$ cat src/rtl/vfcm_pkg.sv
`default_nettype none

package vfcm_pkg;

   localparam int NumVert = 24;
   localparam int NumIdx  = 36;
   localparam int NumTri  = 12;

   typedef enum logic {
      KIND_VERTEX = 1'b0,
      KIND_INDEX  = 1'b1
   } kind_type;

   typedef struct packed {
      logic       cx;
      logic       cy;
      logic       cz;
      logic [2:0] nrm;
      logic [2:0] u;
      logic [2:0] v;
   } corner_type;

   // Cube corners in emission order: offset, face normal code and texture corner.
   localparam corner_type CubeTab [NumVert] = '{
      '{1'b0, 1'b1, 1'b0, 3'd2, 3'd2, 3'd5},
      '{1'b1, 1'b1, 1'b1, 3'd2, 3'd1, 3'd6},
      '{1'b1, 1'b1, 1'b0, 3'd2, 3'd1, 3'd5},
      '{1'b1, 1'b1, 1'b1, 3'd4, 3'd3, 3'd6},
      '{1'b0, 1'b0, 1'b1, 3'd4, 3'd2, 3'd5},
      '{1'b1, 1'b0, 1'b1, 3'd4, 3'd3, 3'd5},
      '{1'b0, 1'b1, 1'b1, 3'd1, 3'd6, 3'd6},
      '{1'b0, 1'b0, 1'b0, 3'd1, 3'd5, 3'd5},
      '{1'b0, 1'b0, 1'b1, 3'd1, 3'd6, 3'd5},
      '{1'b1, 1'b0, 1'b0, 3'd3, 3'd1, 3'd6},
      '{1'b0, 1'b0, 1'b1, 3'd3, 3'd0, 3'd5},
      '{1'b0, 1'b0, 1'b0, 3'd3, 3'd1, 3'd5},
      '{1'b1, 1'b1, 1'b0, 3'd0, 3'd4, 3'd6},
      '{1'b1, 1'b0, 1'b1, 3'd0, 3'd3, 3'd5},
      '{1'b1, 1'b0, 1'b0, 3'd0, 3'd4, 3'd5},
      '{1'b0, 1'b1, 1'b0, 3'd5, 3'd5, 3'd6},
      '{1'b1, 1'b0, 1'b0, 3'd5, 3'd4, 3'd5},
      '{1'b0, 1'b0, 1'b0, 3'd5, 3'd5, 3'd5},
      '{1'b0, 1'b1, 1'b1, 3'd2, 3'd2, 3'd6},
      '{1'b0, 1'b1, 1'b1, 3'd4, 3'd2, 3'd6},
      '{1'b1, 1'b1, 1'b1, 3'd0, 3'd3, 3'd6},
      '{1'b0, 1'b1, 1'b0, 3'd1, 3'd5, 3'd6},
      '{1'b1, 1'b1, 1'b0, 3'd5, 3'd4, 3'd6},
      '{1'b1, 1'b0, 1'b1, 3'd3, 3'd0, 3'd6}
   };

   localparam logic [4:0] TriTab [NumIdx] = '{
      5'd0,  5'd1,  5'd2,  5'd3,  5'd4,  5'd5,  5'd6,  5'd7,  5'd8,
      5'd9,  5'd10, 5'd11, 5'd12, 5'd13, 5'd14, 5'd15, 5'd16, 5'd17,
      5'd0,  5'd18, 5'd1,  5'd3,  5'd19, 5'd4,  5'd12, 5'd20, 5'd13,
      5'd6,  5'd21, 5'd7,  5'd15, 5'd22, 5'd16, 5'd9,  5'd23, 5'd10
   };

endpackage

`default_nettype wire

$ cat src/rtl/voxel_face_cull_mesher_core.sv
// The first result is registered from the corner scan once a block is accepted,
// at the first corner that lies on a visible face; corners on occluded faces are skipped.
// Each block is accepted, its corner table and then its triangle index table are
// scanned, and the vertex base is updated; a stalled output holds either scan.
// A new block is only accepted once the block before it is through (req_stall).
// Reset clears the sequencer, the output valid, the vertex count and the vertex base.
`default_nettype none

module voxel_face_cull_mesher_core #(
   parameter int INDEX_BITS = 20
) (
   input  wire logic               clock,
   input  wire logic               reset,
   input  wire logic               req_valid,
   output logic                    req_stall,
   input  wire logic               req_chunk_start,
   input  wire logic signed [15:0] req_pos_x,
   input  wire logic        [7:0]  req_pos_y,
   input  wire logic signed [15:0] req_pos_z,
   input  wire logic        [5:0]  req_occluded_faces,
   output logic                    rsp_valid,
   input  wire logic               rsp_stall,
   output logic                    rsp_kind,
   output logic signed      [15:0] rsp_vert_x,
   output logic             [8:0]  rsp_vert_y,
   output logic signed      [15:0] rsp_vert_z,
   output logic             [2:0]  rsp_normal_code,
   output logic             [2:0]  rsp_tex_u_sixths,
   output logic             [2:0]  rsp_tex_v_sixths,
   output logic             [19:0] rsp_index_value,
   output logic                    rsp_index_overflow,
   output logic                    rsp_last
);
   import vfcm_pkg::*;

   localparam int BaseW = INDEX_BITS + 1;
   localparam logic [BaseW-1:0] Limit = BaseW'(1) << INDEX_BITS;
   localparam logic [4:0] VertMax = 5'(NumVert - 1);
   localparam logic [5:0] IdxMax  = 6'(NumIdx - 1);
   localparam logic [1:0] CornerMax = 2'd2;

   typedef enum logic [1:0] {
      ST_IDLE,
      ST_VERT,
      ST_IDX,
      ST_UPDATE
   } state_type;

   state_type state_ff, state_in;
   logic [BaseW-1:0] base_ff, base_in;
   logic signed [15:0] pos_x_ff, pos_x_in;
   logic [7:0] pos_y_ff, pos_y_in;
   logic signed [15:0] pos_z_ff, pos_z_in;
   logic [5:0] occ_ff, occ_in;
   logic [4:0] vi_ff, vi_in;
   logic [4:0] nused_ff, nused_in;
   logic [5:0] k_ff, k_in;
   logic [3:0] t_ff, t_in;
   logic [1:0] j_ff, j_in;
   logic [4:0] rank_ff [NumVert];
   logic [4:0] rank_in [NumVert];

   logic rsp_valid_ff, rsp_valid_in;
   logic rsp_kind_ff, rsp_kind_in;
   logic signed [15:0] rsp_vert_x_ff, rsp_vert_x_in;
   logic [8:0] rsp_vert_y_ff, rsp_vert_y_in;
   logic signed [15:0] rsp_vert_z_ff, rsp_vert_z_in;
   logic [2:0] rsp_normal_ff, rsp_normal_in;
   logic [2:0] rsp_u_ff, rsp_u_in;
   logic [2:0] rsp_v_ff, rsp_v_in;
   logic [19:0] rsp_index_ff, rsp_index_in;
   logic rsp_ovf_ff, rsp_ovf_in;
   logic rsp_last_ff, rsp_last_in;

   logic [NumTri-1:0] keep;
   logic [NumTri-1:0] keep_after;
   logic out_free;
   corner_type corner;
   logic used;
   logic [4:0] add_opnd;
   logic [BaseW-1:0] add_sum;
   logic [BaseW+19:0] idx_ext;

   // A triangle survives when the neighbor on its face side is empty.
   always_comb begin
      for (int t = 0; t < NumTri; t++) begin
         keep[t] = !occ_ff[CubeTab[TriTab[3*t]].nrm];
      end
   end

   assign keep_after = keep >> t_ff;
   assign out_free   = !rsp_valid_ff || !rsp_stall;
   assign corner     = CubeTab[vi_ff];
   assign used       = !occ_ff[corner.nrm];

   // Shared adder: base plus rank while indexing, base plus vertex count at the end.
   assign add_opnd = (state_ff == ST_IDX) ? rank_ff[TriTab[k_ff]] : nused_ff;
   assign add_sum  = base_ff + {{(BaseW-5){1'b0}}, add_opnd};
   assign idx_ext  = {20'd0, 1'b0, add_sum[INDEX_BITS-1:0]};

   always_comb begin
      state_in      = state_ff;
      base_in       = base_ff;
      pos_x_in      = pos_x_ff;
      pos_y_in      = pos_y_ff;
      pos_z_in      = pos_z_ff;
      occ_in        = occ_ff;
      vi_in         = vi_ff;
      nused_in      = nused_ff;
      k_in          = k_ff;
      t_in          = t_ff;
      j_in          = j_ff;
      rank_in       = rank_ff;
      rsp_valid_in  = rsp_valid_ff && rsp_stall;
      rsp_kind_in   = rsp_kind_ff;
      rsp_vert_x_in = rsp_vert_x_ff;
      rsp_vert_y_in = rsp_vert_y_ff;
      rsp_vert_z_in = rsp_vert_z_ff;
      rsp_normal_in = rsp_normal_ff;
      rsp_u_in      = rsp_u_ff;
      rsp_v_in      = rsp_v_ff;
      rsp_index_in  = rsp_index_ff;
      rsp_ovf_in    = rsp_ovf_ff;
      rsp_last_in   = rsp_last_ff;

      case (state_ff)
         ST_IDLE: begin
            if (req_valid) begin
               pos_x_in = req_pos_x;
               pos_y_in = req_pos_y;
               pos_z_in = req_pos_z;
               occ_in   = req_occluded_faces;
               if (req_chunk_start) begin
                  base_in = '0;
               end
               vi_in    = '0;
               nused_in = '0;
               state_in = ST_VERT;
            end
         end
         ST_VERT: begin
            if (out_free) begin
               if (used) begin
                  rsp_valid_in   = 1'b1;
                  rsp_kind_in    = KIND_VERTEX;
                  rsp_vert_x_in  = pos_x_ff + {15'd0, corner.cx};
                  rsp_vert_y_in  = {1'b0, pos_y_ff} + {8'd0, corner.cy};
                  rsp_vert_z_in  = pos_z_ff + {15'd0, corner.cz};
                  rsp_normal_in  = corner.nrm;
                  rsp_u_in       = corner.u;
                  rsp_v_in       = corner.v;
                  rsp_index_in   = '0;
                  rsp_ovf_in     = 1'b0;
                  rsp_last_in    = 1'b0;
                  rank_in[vi_ff] = nused_ff;
                  nused_in       = nused_ff + 5'd1;
               end
               if (vi_ff == VertMax) begin
                  k_in     = '0;
                  t_in     = '0;
                  j_in     = '0;
                  state_in = ST_IDX;
               end else begin
                  vi_in = vi_ff + 5'd1;
               end
            end
         end
         ST_IDX: begin
            if (out_free) begin
               if (keep[t_ff]) begin
                  rsp_valid_in  = 1'b1;
                  rsp_kind_in   = KIND_INDEX;
                  rsp_vert_x_in = '0;
                  rsp_vert_y_in = '0;
                  rsp_vert_z_in = '0;
                  rsp_normal_in = '0;
                  rsp_u_in      = '0;
                  rsp_v_in      = '0;
                  rsp_index_in  = idx_ext[19:0];
                  rsp_ovf_in    = add_sum[INDEX_BITS];
                  rsp_last_in   = (j_ff == CornerMax) && (keep_after[NumTri-1:1] == '0);
               end
               if (j_ff == CornerMax) begin
                  j_in = '0;
                  t_in = t_ff + 4'd1;
               end else begin
                  j_in = j_ff + 2'd1;
               end
               k_in = k_ff + 6'd1;
               if (k_ff == IdxMax) begin
                  state_in = ST_UPDATE;
               end
            end
         end
         ST_UPDATE: begin
            base_in  = (add_sum > Limit) ? Limit : add_sum;
            state_in = ST_IDLE;
         end
         default: begin
            state_in = ST_IDLE;
         end
      endcase
   end

   always_ff @(posedge clock) begin
      if (reset) begin
         state_ff     <= ST_IDLE;
         base_ff      <= '0;
         nused_ff     <= '0;
         rsp_valid_ff <= 1'b0;
      end else begin
         state_ff     <= state_in;
         base_ff      <= base_in;
         nused_ff     <= nused_in;
         rsp_valid_ff <= rsp_valid_in;
      end
      pos_x_ff      <= pos_x_in;
      pos_y_ff      <= pos_y_in;
      pos_z_ff      <= pos_z_in;
      occ_ff        <= occ_in;
      vi_ff         <= vi_in;
      k_ff          <= k_in;
      t_ff          <= t_in;
      j_ff          <= j_in;
      rank_ff       <= rank_in;
      rsp_kind_ff   <= rsp_kind_in;
      rsp_vert_x_ff <= rsp_vert_x_in;
      rsp_vert_y_ff <= rsp_vert_y_in;
      rsp_vert_z_ff <= rsp_vert_z_in;
      rsp_normal_ff <= rsp_normal_in;
      rsp_u_ff      <= rsp_u_in;
      rsp_v_ff      <= rsp_v_in;
      rsp_index_ff  <= rsp_index_in;
      rsp_ovf_ff    <= rsp_ovf_in;
      rsp_last_ff   <= rsp_last_in;
   end

   assign req_stall          = (state_ff != ST_IDLE);
   assign rsp_valid          = rsp_valid_ff;
   assign rsp_kind           = rsp_kind_ff;
   assign rsp_vert_x         = rsp_vert_x_ff;
   assign rsp_vert_y         = rsp_vert_y_ff;
   assign rsp_vert_z         = rsp_vert_z_ff;
   assign rsp_normal_code    = rsp_normal_ff;
   assign rsp_tex_u_sixths   = rsp_u_ff;
   assign rsp_tex_v_sixths   = rsp_v_ff;
   assign rsp_index_value    = rsp_index_ff;
   assign rsp_index_overflow = rsp_ovf_ff;
   assign rsp_last           = rsp_last_ff;

   a_base_saturated: assert property (@(posedge clock) disable iff (reset)
      base_ff <= Limit)
      else $error("vertex base went past the index limit");

   a_nused_bound: assert property (@(posedge clock) disable iff (reset)
      nused_ff <= 5'(NumVert))
      else $error("vertex count exceeds the corner table");

   a_last_on_index: assert property (@(posedge clock) disable iff (reset)
      rsp_valid && rsp_last |-> rsp_kind == KIND_INDEX)
      else $error("last flag set on a vertex record");

   a_vertex_no_index: assert property (@(posedge clock) disable iff (reset)
      rsp_valid && rsp_kind == KIND_VERTEX |-> rsp_index_value == '0 && !rsp_index_overflow)
      else $error("vertex record carries index data");

   a_accept_starts: assert property (@(posedge clock) disable iff (reset)
      req_valid && !req_stall |=> state_ff == ST_VERT)
      else $error("accepted block did not start the corner scan");

endmodule

`default_nettype wire
$ cat config.mk
export PLATFORM = sky130hd
export DESIGN_NAME = voxel_face_cull_mesher_core
export DESIGN_NICKNAME = d
export VERILOG_FILES = /design/src/rtl/vfcm_pkg.sv /design/src/rtl/voxel_face_cull_mesher_core.sv
export SDC_FILE = /design/constraint.sdc
export NUM_CORES = 1
export LEC_CHECK = 0
export BUFFER_PORTS_ARGS = -buffer_cell sky130_fd_sc_hd__buf_2
export CAP_MARGIN = 25
export CORE_MARGIN = 5
export CORE_UTILIZATION = 40
export CTS_CLUSTER_SIZE = 28
export DETAILED_ROUTE_END_ITERATION = 16
export HOLD_SLACK_MARGIN = 0.08
export MAX_ROUTING_LAYER = met4
export PLACE_DENSITY = 0.68
export SKIP_LAST_GASP = 1
export SYNTH_ARGS = -nofsm -noshare
export SYNTH_HDL_FRONTEND = slang
export SYNTH_SLANG_ARGS = --single-unit
$ cat constraint.sdc
create_clock -name clock -period 5 [get_ports clock]
set_input_delay 0.75 -clock clock [delete_from_list [all_inputs] [get_ports clock]]
set_output_delay 0.75 -clock clock [all_outputs]
set_load 0.05 [all_outputs]
==> results of run 1 <==
placed cells by master (no fill, tap or decap), types with 5 or more instances in the layout:
cell type / Yosys / routed
xor2_1: 42 / 41
o21ai_1: 6 / 5
or3_1: 7 / 7
inv_1: 28 / 27
clkinv_1: 2 / 6
nor3_1: 5 / 5
clkinv_2: 0 / 9
nand3_1: 36 / 36
a21oi_1: 32 / 28
nand2_1: 71 / 71
and4b_1: 5 / 5
mux4_2: 30 / 30
buf_4: 5 / 44
and3_1: 14 / 13
xnor2_1: 20 / 20
clkbuf_16: 0 / 33
a22oi_1: 6 / 5
a211oi_1: 11 / 11
nor2_1: 129 / 125
o31ai_4: 4 / 5
a221o_1: 8 / 8
dfxtp_1: 29 / 29
nand2b_1: 11 / 11
o21ai_0: 30 / 29
nor2b_1: 15 / 15
and2_1: 17 / 16
a22o_1: 6 / 6
ha_1: 32 / 29
a31oi_1: 5 / 5
nand4_1: 11 / 11
and4_1: 5 / 5
edfxtp_1: 256 / 256
buf_2: 12 / 125
mux2i_1: 13 / 11
worst min path at each step:
stage / end / cells after the start
floorplan: base_ff[0]$_SDFFE_PP0P_ / 1
global placement: base_ff[3]$_SDFFE_PP0P_ / 1
detailed placement: base_ff[3]$_SDFFE_PP0P_ / 1
CTS: pos_z_ff[13]$_DFFE_PP_ / 1
global route: pos_x_ff[5]$_DFFE_PP_ / 1
finish: pos_z_ff[13]$_DFFE_PP_ / 1
where the power goes:
group / internal, W / total (W) / switching, W
sequential: 0.00338 / 0.00369 / 0.000302
combinational: 0.00103 / 0.00372 / 0.00269
clock: 0.00132 / 0.00223 / 0.000908
total: 0.00573 / 0.00963 / 0.00390
logic make-up (layout without fill, tap and decap cells):
family,count (synthesis),in the layout
DFF,285,285
buffers and inverters,80,262
xor gates and xnor gates,62,62
adders and majority gates,33,33
and+or+nand+nor,352,352
AOI/OAI and AO/OA,163,163
muxes,45,45
timing repair:
action / 4_1_cts / 5_1_grt
gates resized for setup: 7 / 35
gates cloned: 0 / 1
pin swaps: 0 / 21
setup buffers: 0 / 16
setup endpoints to repair: 20 / 20
registers in the layout, summed over array words and instances (netlist names), 3 cells and up:
name / cells
nused_ff: 5
rsp_vert_x: 16
pos_x_ff: 16
rsp_index_value: 20
vi_ff: 5
rsp_normal_code: 3
pos_y_ff: 8
occ_ff: 6
k_ff: 6
rsp_tex_v_sixths: 3
t_ff: 4
base_ff: 21
rank_ff: 120
rsp_tex_u_sixths: 3
rsp_vert_y: 9
rsp_vert_z: 16
pos_z_ff: 16
final cells by class:
| class | instances | area (µm²) |
|---|---|---|
| Fill cell | 2940 | 17400 |
| Timing Repair Buffer | 176 | 1080 |
| Sequential cell | 285 | 8270 |
| Clock inverter | 19 | 151 |
| Multi-Input combinational cell | 655 | 4980 |
| Tap cell | 448 | 561 |
| Inverter | 30 | 113 |
| Clock buffer | 37 | 860 |
worst reg2reg max path, stage by stage, from the launching register on:
cell and delay, ns:
edfxtp_1 0.40, buf_4 0.18, and2_1 0.18, o21a_1 0.22
o31ai_4 0.27, buf_12 0.23, buf_4 0.24, mux4_2 0.39
a221oi_2 0.32, o21ai_1 0.11, ha_1 0.34, nor2b_4 0.16
o21bai_4 0.21, a21oi_2 0.10, or4b_4 0.50, o21ai_4 0.21
nand4_4 0.17, and2_4 0.28, o41ai_4 0.21
metal layers:
layer  wire [µm]  up-vias  part of all wire
met5           0        -                 0
met1       13400     4328              0.44
met2       15100      243              0.49
met3        1480       56             0.048
li1            -     4139                 -
met4         716        0             0.023
metrics by stage:
stage	TNS [ns]	utilization	cells
6_report	0	0.480	1650
3_3_place_gp	-0.0917	0.440	1577
3_5_place_dp	-2.52	0.440	1577
4_1_cts	0	0.471	1633
2_1_floorplan	0	-	1020
5_1_grt	-0.213	0.480	1650
==> run_results.csv, run 1 <==
group,metric,value,unit
power_and_ir_drop,ir_drop,0.448,mV
critical_path,required,5.45,ns
clock_tree,ctsRootBufferMaster,"clkbuf_16",
synthesis,synth_top_family_by_area,"simple AND/OR/NAND/NOR gates",
clock_tree,insertion_delay,0.56,ns
drt,drt_wl_total,30700,µm
critical_path,crit_fanout,22,
critical_path,cp_num_cells,18,
sta,slew_headroom,0.380,
power_and_ir_drop,powerDensity,602,nW/µm²
global_route,grt_max_degree,62,
final_layout,final_cell_area,16000,µm²
drt,drtAntennaViolNets,0,
synthesis,synthAdderAreaFrac,0.0313,
synthesis,synthXorXnorAreaFrac,0.0404,
global_route,use_met3,0.0263,
critical_path,reg2reg_depth,18,
power_and_ir_drop,static-leakage-power,5.80,nW
sta,setup_ws,0.191,ns
sta,finClkSkew,0.0137,ns
floorplanning,coreArea,33400,µm²
clock_tree,cts.path.max_buffers,3,
synthesis,async_flop_share,0,
sta,fmax,208,MHz
synthesis,synthFlopType,"edfxtp_1",
synthesis,synthTopCellsByArea,"edfxtp_1 (57%), mux4_2 (5.0%), dfxtp_1 (4.3%)",
critical_path,crit_path_end_kind,"flop",
floorplanning,fp.dieArea,37300,µm²
drt,vias,8766,
sta,final.min_clock_period,4.81,ns
placed_design,hpwl,21300,µm
floorplanning,ioPinCount,126,
critical_path,r2r_slack,0.19,ns
floorplanning,die_w,193,µm
sta,hold_slack,0.368,ns
synthesis,synthTopCellsByCount,"edfxtp_1 (256), nor2_1 (129), nand2_1 (71), xor2_1 (42), nand3_1 (36)",
synthesis,yosysMostFrequentCell,"edfxtp_1",
critical_path,worstSetupPathType,"reg -> reg",
critical_path,crit_arrival,5.26,ns
drt,wl_per_cell,18.6,µm
critical_path,crit_end,"base_ff[11]$_SDFFE_PP0P_",
clock_tree,cts_tree,"built",
clock_tree,cts_buffers,30,
sta,finalSetupViolCount,0,
global_route,grt_use_met1,0.212,
clock_tree,clkSlewWorstSetupHoldPaths,0.06,ns
final_layout,syn_to_final_growth,19.2,%
critical_path,critPathBufInv,3,
sta,final_hold_viol_count,0,
placed_design,pre_cts_ws,-0.198,ns
synthesis,ys_seq_area_frac,0.616,
sta,slew_violations,0,
synthesis,synth_seq_cells,285,
sta,min_period_over_period,0.962,
critical_path,r2r_end,"base_ff[11]$_SDFFE_PP0P_",
global_route,grt_pass1_wl,48100,µm
global_route,antenna_found_initial,0,
placed_design,gp_congestion,0.894,
critical_path,crit_path_start,"k_ff[0]$_SDFFCE_PN0P_",
synthesis,synthMuxAreaShare,0.0617,
critical_path,critPathSlowestCell,"or4b_4",
synthesis,synthesis.nets,1104,
global_route,overflow,0,
floorplanning,die-height,193,µm
status,status,"complete, no violations",
critical_path,cpPeakStageDelay,0.50,ns
critical_path,crit_chain,"buf_4 > and2_1 > o21a_1 > o31ai_4 > buf_12 > buf_4 > mux4_2 > a221oi_2 > o21ai_1 > ha_1 > nor2b_4 > o21bai_4 > a21oi_2 > or4b_4 > o21ai_4 > nand4_4 > and2_4 > o41ai_4",
final_layout,diodes,0,
critical_path,start_kind,"flop",
run,cap_violations,0,
drt,drcViolationCount,0,
synthesis,netlist_instances,1020,
critical_path,crit_family,"compound AO/OA/AOI/OAI gates",
floorplanning,start_util,0.403,
drt,first_pass_iters,5,
synthesis,synth_top_area_frac,0.572,
synthesis,yosysTopAreaCell,"edfxtp_1",
global_route,grt_usage,0.162,
synthesis,synth_area,13400,µm²
placed_design,place_area,14700,µm²
hold_path,min_from,"req_pos_z[13]",
global_route,grt_pass1_vias,8527,
global_route,met2_usage,0.264,
critical_path,worstReg2RegStart,"k_ff[0]$_SDFFCE_PN0P_",
placed_design,io_buffers,125,
synthesis,synth_area_per_cell,13.2,µm²
critical_path,crit_top_cell,"buf_4",
drt,drt_iter0_markers,619,
hold_path,hold_path.class,"in -> reg",
final_layout,fin_nets,1262,
clock_tree,ctsHoldBuffers,0,
clock_tree,cts_sinks,285,
synthesis,ys.warnings.count,0,
final_layout,layout-drive-gt1-share,0.264,
clock_tree,cts_max_level,1,
synthesis,yosysUniqueCellTypes,88,
synthesis,synth-simple-area-share,0.129,
floorplanning,rows,67,
synthesis,synth_compound_area_frac,0.0933,
global_route,grt_busiest_layer,"met2",
sta,worst_pin_slew,0.929,ns
drt,vias_per_cell,5.31,
synthesis,synth-edff-count,256,
power_and_ir_drop,finalPower,0.00963,W
No activity file was read; power rests on OpenSTA's default activity.
==> run 2, diff against run 1 <==
--- a/config.mk
+++ b/config.mk
@@ -9,6 +9,7 @@
 export CAP_MARGIN = 25
 export CORE_MARGIN = 5
 export CORE_UTILIZATION = 40
+export CTS_BUF_LIST = sky130_fd_sc_hd__clkbuf_4 sky130_fd_sc_hd__clkbuf_8
 export CTS_CLUSTER_SIZE = 28
 export DETAILED_ROUTE_END_ITERATION = 16
 export HOLD_SLACK_MARGIN = 0.08
==> constraint.sdc (replaced) <==
create_clock -name clock -period 5 [get_ports clock]
set_input_delay 0.5 -clock clock [delete_from_list [all_inputs] [get_ports clock]]
set_output_delay 0.5 -clock clock [all_outputs]
set_load 0.05 [all_outputs]
==> run 2 against run 1 <==
Effect of this change: total power down 1.3%; global-route usage rose by 0.34 points; cell count is 3.6% higher; clock skew decreased by 0.0014 ns; largest power group unchanged; worst hold slack worse by 0.26 ns; critical path depth is 1 higher; core utilization is 0.80 points higher; via count increased by 2.5%; sequential power is essentially flat; highest routed layer unchanged; flip-flop and latch count unchanged.
==> run_results.csv, run 2 (synthesized netlist as in run 1, its figures left out) <==
group,metric,value,unit
global_route,overflow,0,
critical_path,critPathSlowestCell,"or4b_4",
hold_path,min_from,"req_pos_x[3]",
power_and_ir_drop,finalPower,0.00951,W
drt,first_pass_iters,5,
clock_tree,insertion_delay,0.57,ns
critical_path,crit_fanout,8,
run,cap_violations,0,
sta,slew_headroom,0.400,
sta,final_hold_viol_count,0,
critical_path,required,5.47,ns
placed_design,io_buffers,125,
final_layout,layout-drive-gt1-share,0.270,
drt,vias,8987,
sta,finalSetupViolCount,0,
critical_path,r2r_slack,0.19,ns
floorplanning,rows,67,
clock_tree,cts.path.max_buffers,3,
global_route,grt_max_degree,62,
global_route,grt_pass1_vias,8808,
floorplanning,die-height,193,µm
clock_tree,clkSlewWorstSetupHoldPaths,0.06,ns
hold_path,hold_path.class,"in -> reg",
sta,min_period_over_period,0.961,
final_layout,diodes,0,
final_layout,largest-register,"rank_ff",
critical_path,crit_path_end_kind,"flop",
final_layout,fin_nets,1310,
floorplanning,fp.dieArea,37300,µm²
sta,worst_pin_slew,0.900,ns
final_layout,largest_reg_flops,120,
critical_path,cpPeakStageDelay,0.50,ns
final_layout,multi_input_area,4970,µm²
status,status,"complete, no violations",
placed_design,gp_congestion,0.894,
global_route,antenna_found_initial,0,
critical_path,r2r_end,"base_ff[11]$_SDFFE_PP0P_",
sta,hold_slack,0.112,ns
power_and_ir_drop,ir_drop,0.415,mV
power_and_ir_drop,static-leakage-power,5.93,nW
sta,fmax,208,MHz
sta,slew_violations,0,
drt,wl_per_cell,18.1,µm
final_layout,most-common-layout-cells,"edfxtp_1 (256), nor2_1 (125), buf_2 (125)",
floorplanning,coreArea,33400,µm²
final_layout,num-fill-cells,2960,
critical_path,crit_arrival,5.27,ns
clock_tree,ctsRootBufferMaster,"clkbuf_8",
clock_tree,cts_max_level,2,
hold_path,whs_path_depth,1,
floorplanning,start_util,0.403,
floorplanning,ioPinCount,126,
global_route,grt_usage,0.165,
drt,drtAntennaViolNets,0,
drt,drt_iter0_markers,621,
clock_tree,cts_sinks,285,
critical_path,worstSetupPathType,"reg -> reg",
drt,drt_wl_total,30900,µm
power_and_ir_drop,powerDensity,584,nW/µm²
floorplanning,die_w,193,µm
sta,finClkSkew,0.0123,ns
placed_design,hpwl,21300,µm
drt,vias_per_cell,5.26,
critical_path,worstReg2RegStart,"k_ff[0]$_SDFFCE_PN0P_",
drt,drcViolationCount,0,
clock_tree,cts_buffers,47,
global_route,grt_pass1_wl,49000,µm
clock_tree,cts_tree,"built",
final_layout,layout.cells.most_common,"edfxtp_1",
final_layout,seq_area,8270,µm²
critical_path,crit_chain,"buf_4 > ha_2 > nor2_2 > a311oi_2 > a21oi_4 > buf_12 > mux4_2 > a221o_1 > a221oi_1 > o21ai_1 > ha_1 > nor2b_4 > o21bai_4 > a21oi_2 > or4b_4 > o21ai_4 > nand4_4 > and2_4 > o41ai_4",
critical_path,start_kind,"flop",
hold_path,holdPathEnd,"pos_x_ff[3]$_DFFE_PP_",
sta,final.min_clock_period,4.81,ns
final_layout,syn_to_final_growth,21.2,%
critical_path,reg2reg_depth,19,
[run 2: cell count changes in the layout (fill, tap and decap cells not counted), moves of 2 or more]
| cell | delta |
|---|---|
| buf_4 | -4 |
| dlygate4sd3_1 | +35 |
| clkbuf_16 | -32 |
| a221oi_1 | +2 |
| clkinv_2 | -4 |
| clkbuf_8 | +47 |
| clkbuf_4 | +16 |
| a221oi_2 | -2 |
| clkinv_1 | +2 |
[run 2: power by group]
| part | switching [W] | internal (W) | leakage, nW |
|---|---|---|---|
| clock | 0.000912 | 0.00117 | 0.515 |
| combinational | 0.00270 | 0.00104 | 2.70 |
| sequential | 0.000306 | 0.00339 | 2.72 |
| total | 0.00391 | 0.00560 | 5.93 |
[run 2: how the worst max path moves through the flow]
stage	start	end	slack, ns	cells past startpoint
2_1_floorplan	k_ff[0]$_SDFFCE_PN0P_	base_ff[12]$_SDFFE_PP0P_	0.07	18
3_3_place_gp	k_ff[0]$_SDFFCE_PN0P_	base_ff[12]$_SDFFE_PP0P_	-0.02	19
3_5_place_dp	k_ff[0]$_SDFFCE_PN0P_	base_ff[14]$_SDFFE_PP0P_	-0.20	20
4_1_cts	k_ff[0]$_SDFFCE_PN0P_	base_ff[11]$_SDFFE_PP0P_	0.01	19
5_1_grt	k_ff[0]$_SDFFCE_PN0P_	base_ff[7]$_SDFFE_PP0P_	-0.03	21
6_report	k_ff[0]$_SDFFCE_PN0P_	base_ff[11]$_SDFFE_PP0P_	0.19	19
[run 2: worst max-delay path: cells and delay by family, from the launching register on]
family / cells / cell delay (ns)
compound gates: 9 / 1.73
fa+ha+maj: 2 / 0.54
buf+inv: 2 / 0.34
flops: 1 / 0.40
mux: 1 / 0.48
simple gates: 5 / 1.21
[run 2: repair_timing]
item,4_1_cts,5_1_grt
hold buffers,35,0
buffers inserted,0,12
gates resized for setup,7,33
endpoints found under the hold margin,35,0
cloned,0,1
endpoints found under the setup margin,20,20
pin swaps,0,18
[run 2: routing by layer]
| layer | part of all wire | GRT usage | wire [µm] |
|---|---|---|---|
| met1 | 0.43 | 0.214 | 13300 |
| met4 | 0.021 | 0.0467 | 641 |
| met5 | 0 | - | 0 |
| met2 | 0.50 | 0.271 | 15300 |
| met3 | 0.053 | 0.0273 | 1630 |
[run 2: area by class of cell]
cell class | instances | area share
sequential | 285 | 0.508
multi-input combinational | 655 | 0.305
timing repair buffer | 207 | 0.0857
clock buffer | 67 | 0.0505
tap | 448 | 0.0344
clock inverter | 18 | 0.00938
inverter | 30 | 0.00692
[run 2: per-stage QoR]
step | setup TNS [ns] | cell area, µm² | utilization | instances | setup slack [ns]
floorplan | 0 | 13400 | - | 1020 | 0.0651
global placement | -0.0917 | 14700 | 0.440 | 1577 | -0.0192
detailed placement | -2.52 | 14700 | 0.440 | 1577 | -0.198
CTS | 0 | 16000 | 0.480 | 1697 | 0.0117
global route | -0.143 | 16300 | 0.488 | 1710 | -0.0320
finish | 0 | 16300 | 0.488 | 1710 | 0.193
==> run 3, diff against run 2 <==
==> constraint.sdc (replaced) <==
create_clock -name clock -period 5 [get_ports clock]
set_input_delay 1 -clock clock [delete_from_list [all_inputs] [get_ports clock]]
set_output_delay 1 -clock clock [all_outputs]
set_load 0.05 [all_outputs]
==> run 3 against run 2 <==
Effect of this change: design area fell by 2.2%; largest power group unchanged; critical path depth did not move; fmax barely moved; non-clock buffer count fell by 35; worst hold slack improved by 0.39 ns; cell count fell by 2.0%; clock power barely moved; sequential share of layout area rose by 1.1 points.
==> run_results.csv, run 3 (synthesized netlist as in run 1, its figures left out) <==
group,metric,value,unit
floorplanning,ioPinCount,126,
drt,drt_wl_total,30500,µm
sta,finClkSkew,0.0117,ns
drt,drcViolationCount,0,
final_layout,most-common-layout-cells,"edfxtp_1 (256), nor2_1 (125), buf_2 (125)",
critical_path,worstSetupPathType,"reg -> reg",
final_layout,finalNonFillerCells,1675,
clock_tree,ctsRootBufferMaster,"clkbuf_8",
global_route,overflow,0,
power_and_ir_drop,ir_drop,0.416,mV
drt,vias_per_cell,5.29,
sta,fmax,208,MHz
final_layout,num-fill-cells,3000,
final_layout,layout.cells.most_common,"edfxtp_1",
drt,drt_iter0_markers,593,
status,status,"complete, no violations",
floorplanning,die_w,193,µm
sta,min_period_over_period,0.961,
sta,final.min_clock_period,4.81,ns
sta,slew_violations,0,
floorplanning,fp.dieArea,37300,µm²
global_route,antenna_found_initial,0,
final_layout,multi_input_area,4970,µm²
critical_path,crit_path_end_kind,"flop",
clock_tree,clkSlewWorstSetupHoldPaths,0.06,ns
final_layout,syn_to_final_growth,18.6,%
clock_tree,cts.path.max_buffers,3,
clock_tree,insertion_delay,0.57,ns
critical_path,required,5.46,ns
floorplanning,coreArea,33400,µm²
floorplanning,rows,67,
floorplanning,die-height,193,µm
sta,hold_slack,0.499,ns
clock_tree,cts_tree,"built",
global_route,grt_pass1_wl,48400,µm
global_route,grt_usage,0.163,
sta,slew_headroom,0.391,
sta,finalSetupViolCount,0,
sta,worst_pin_slew,0.914,ns
final_layout,layout-drive-gt1-share,0.278,
critical_path,crit_fanout,8,
power_and_ir_drop,static-leakage-power,5.79,nW
floorplanning,start_util,0.403,
final_layout,largest-register,"rank_ff",
sta,final_hold_viol_count,0,
final_layout,fin_nets,1275,
power_and_ir_drop,powerDensity,594,nW/µm²
drt,vias,8860,
final_layout,largest_reg_flops,120,
final_layout,final_util,0.477,
clock_tree,cts_buffers,47,
clock_tree,cts_sinks,285,
hold_path,hold_path.class,"reg -> reg",
clock_tree,ctsHoldBuffers,0,
drt,wl_per_cell,18.2,µm
placed_design,io_buffers,125,
placed_design,gp_congestion,0.894,
placed_design,hpwl,21300,µm
global_route,grt_max_degree,62,
critical_path,crit_arrival,5.27,ns
clock_tree,cts_max_level,2,
placed_design,dp_cells,1577,
run,cap_violations,0,
global_route,grt_pass1_vias,8654,
drt,first_pass_iters,5,
drt,drtAntennaViolNets,0,
final_layout,diodes,0,
final_layout,seq_area,8270,µm²
critical_path,start_kind,"flop",
## run 3: power by group
group	internal (W)	switching, W	total, W
Combinational	0.00103	0.00268	0.00371
Clock	0.00117	0.000904	0.00207
Sequential	0.00338	0.000302	0.00369
## run 3: path summary, 6_finish.rpt
kind / from / end / slack (ns) / depth (start not counted)
hold reg to reg: base_ff[4]$_SDFFE_PP0P_ / base_ff[4]$_SDFFE_PP0P_ / 0.50 / 1
setup reg to reg: k_ff[0]$_SDFFCE_PN0P_ / base_ff[11]$_SDFFE_PP0P_ / 0.19 / 19
hold / removal: base_ff[4]$_SDFFE_PP0P_ / base_ff[4]$_SDFFE_PP0P_ / 0.50 / 1
setup / recovery: k_ff[0]$_SDFFCE_PN0P_ / base_ff[11]$_SDFFE_PP0P_ / 0.19 / 19
## run 3: final cells by class
class / instances / area share
Tap cell: 448 / 0.0352
Multi-Input combinational cell: 655 / 0.312
Clock buffer: 67 / 0.0516
Clock inverter: 18 / 0.00958
Timing Repair Buffer: 172 / 0.0656
Sequential cell: 285 / 0.519
Inverter: 30 / 0.00707
## run 3: stage by stage
stage	power [W]	TNS, ns	worst slack [ns]	instance area, µm²
floorplan	0.00642	0	0.0651	13400
CTS	0.00952	0	0.0117	15700
detailed placement	0.00741	-2.52	-0.198	14700
finish	0.00947	0	0.194	15900
global placement	0.00735	-0.0917	-0.0192	14700
global route	0.00999	-0.143	-0.0320	15900
## run 3: critical path, stage by stage, from the launching register on
cell	delay, ns
edfxtp_1	0.40
buf_4	0.18
ha_2	0.19
nor2_2	0.11
a311oi_2	0.07
a21oi_4	0.23
buf_12	0.16
mux4_2	0.48
a221o_1	0.35
a221oi_1	0.22
o21ai_1	0.13
ha_1	0.35
nor2b_4	0.16
o21bai_4	0.21
a21oi_2	0.10
or4b_4	0.50
o21ai_4	0.21
nand4_4	0.16
and2_4	0.28
o41ai_4	0.21
## run 3: repair_timing
action	CTS	global route
setup endpoints to repair	20	20
resized for setup	7	33
cloned	0	1
setup buffers	0	12
pin swaps	0	18
## run 3: layer usage
metal  part of all wire  vias to the layer above  global-route usage
met5                  0                        -                   -
met4              0.021                        0              0.0456
met3              0.056                       53              0.0273
met2               0.49                      293               0.267
met1               0.43                     4345               0.213
li1                   -                     4169                   -
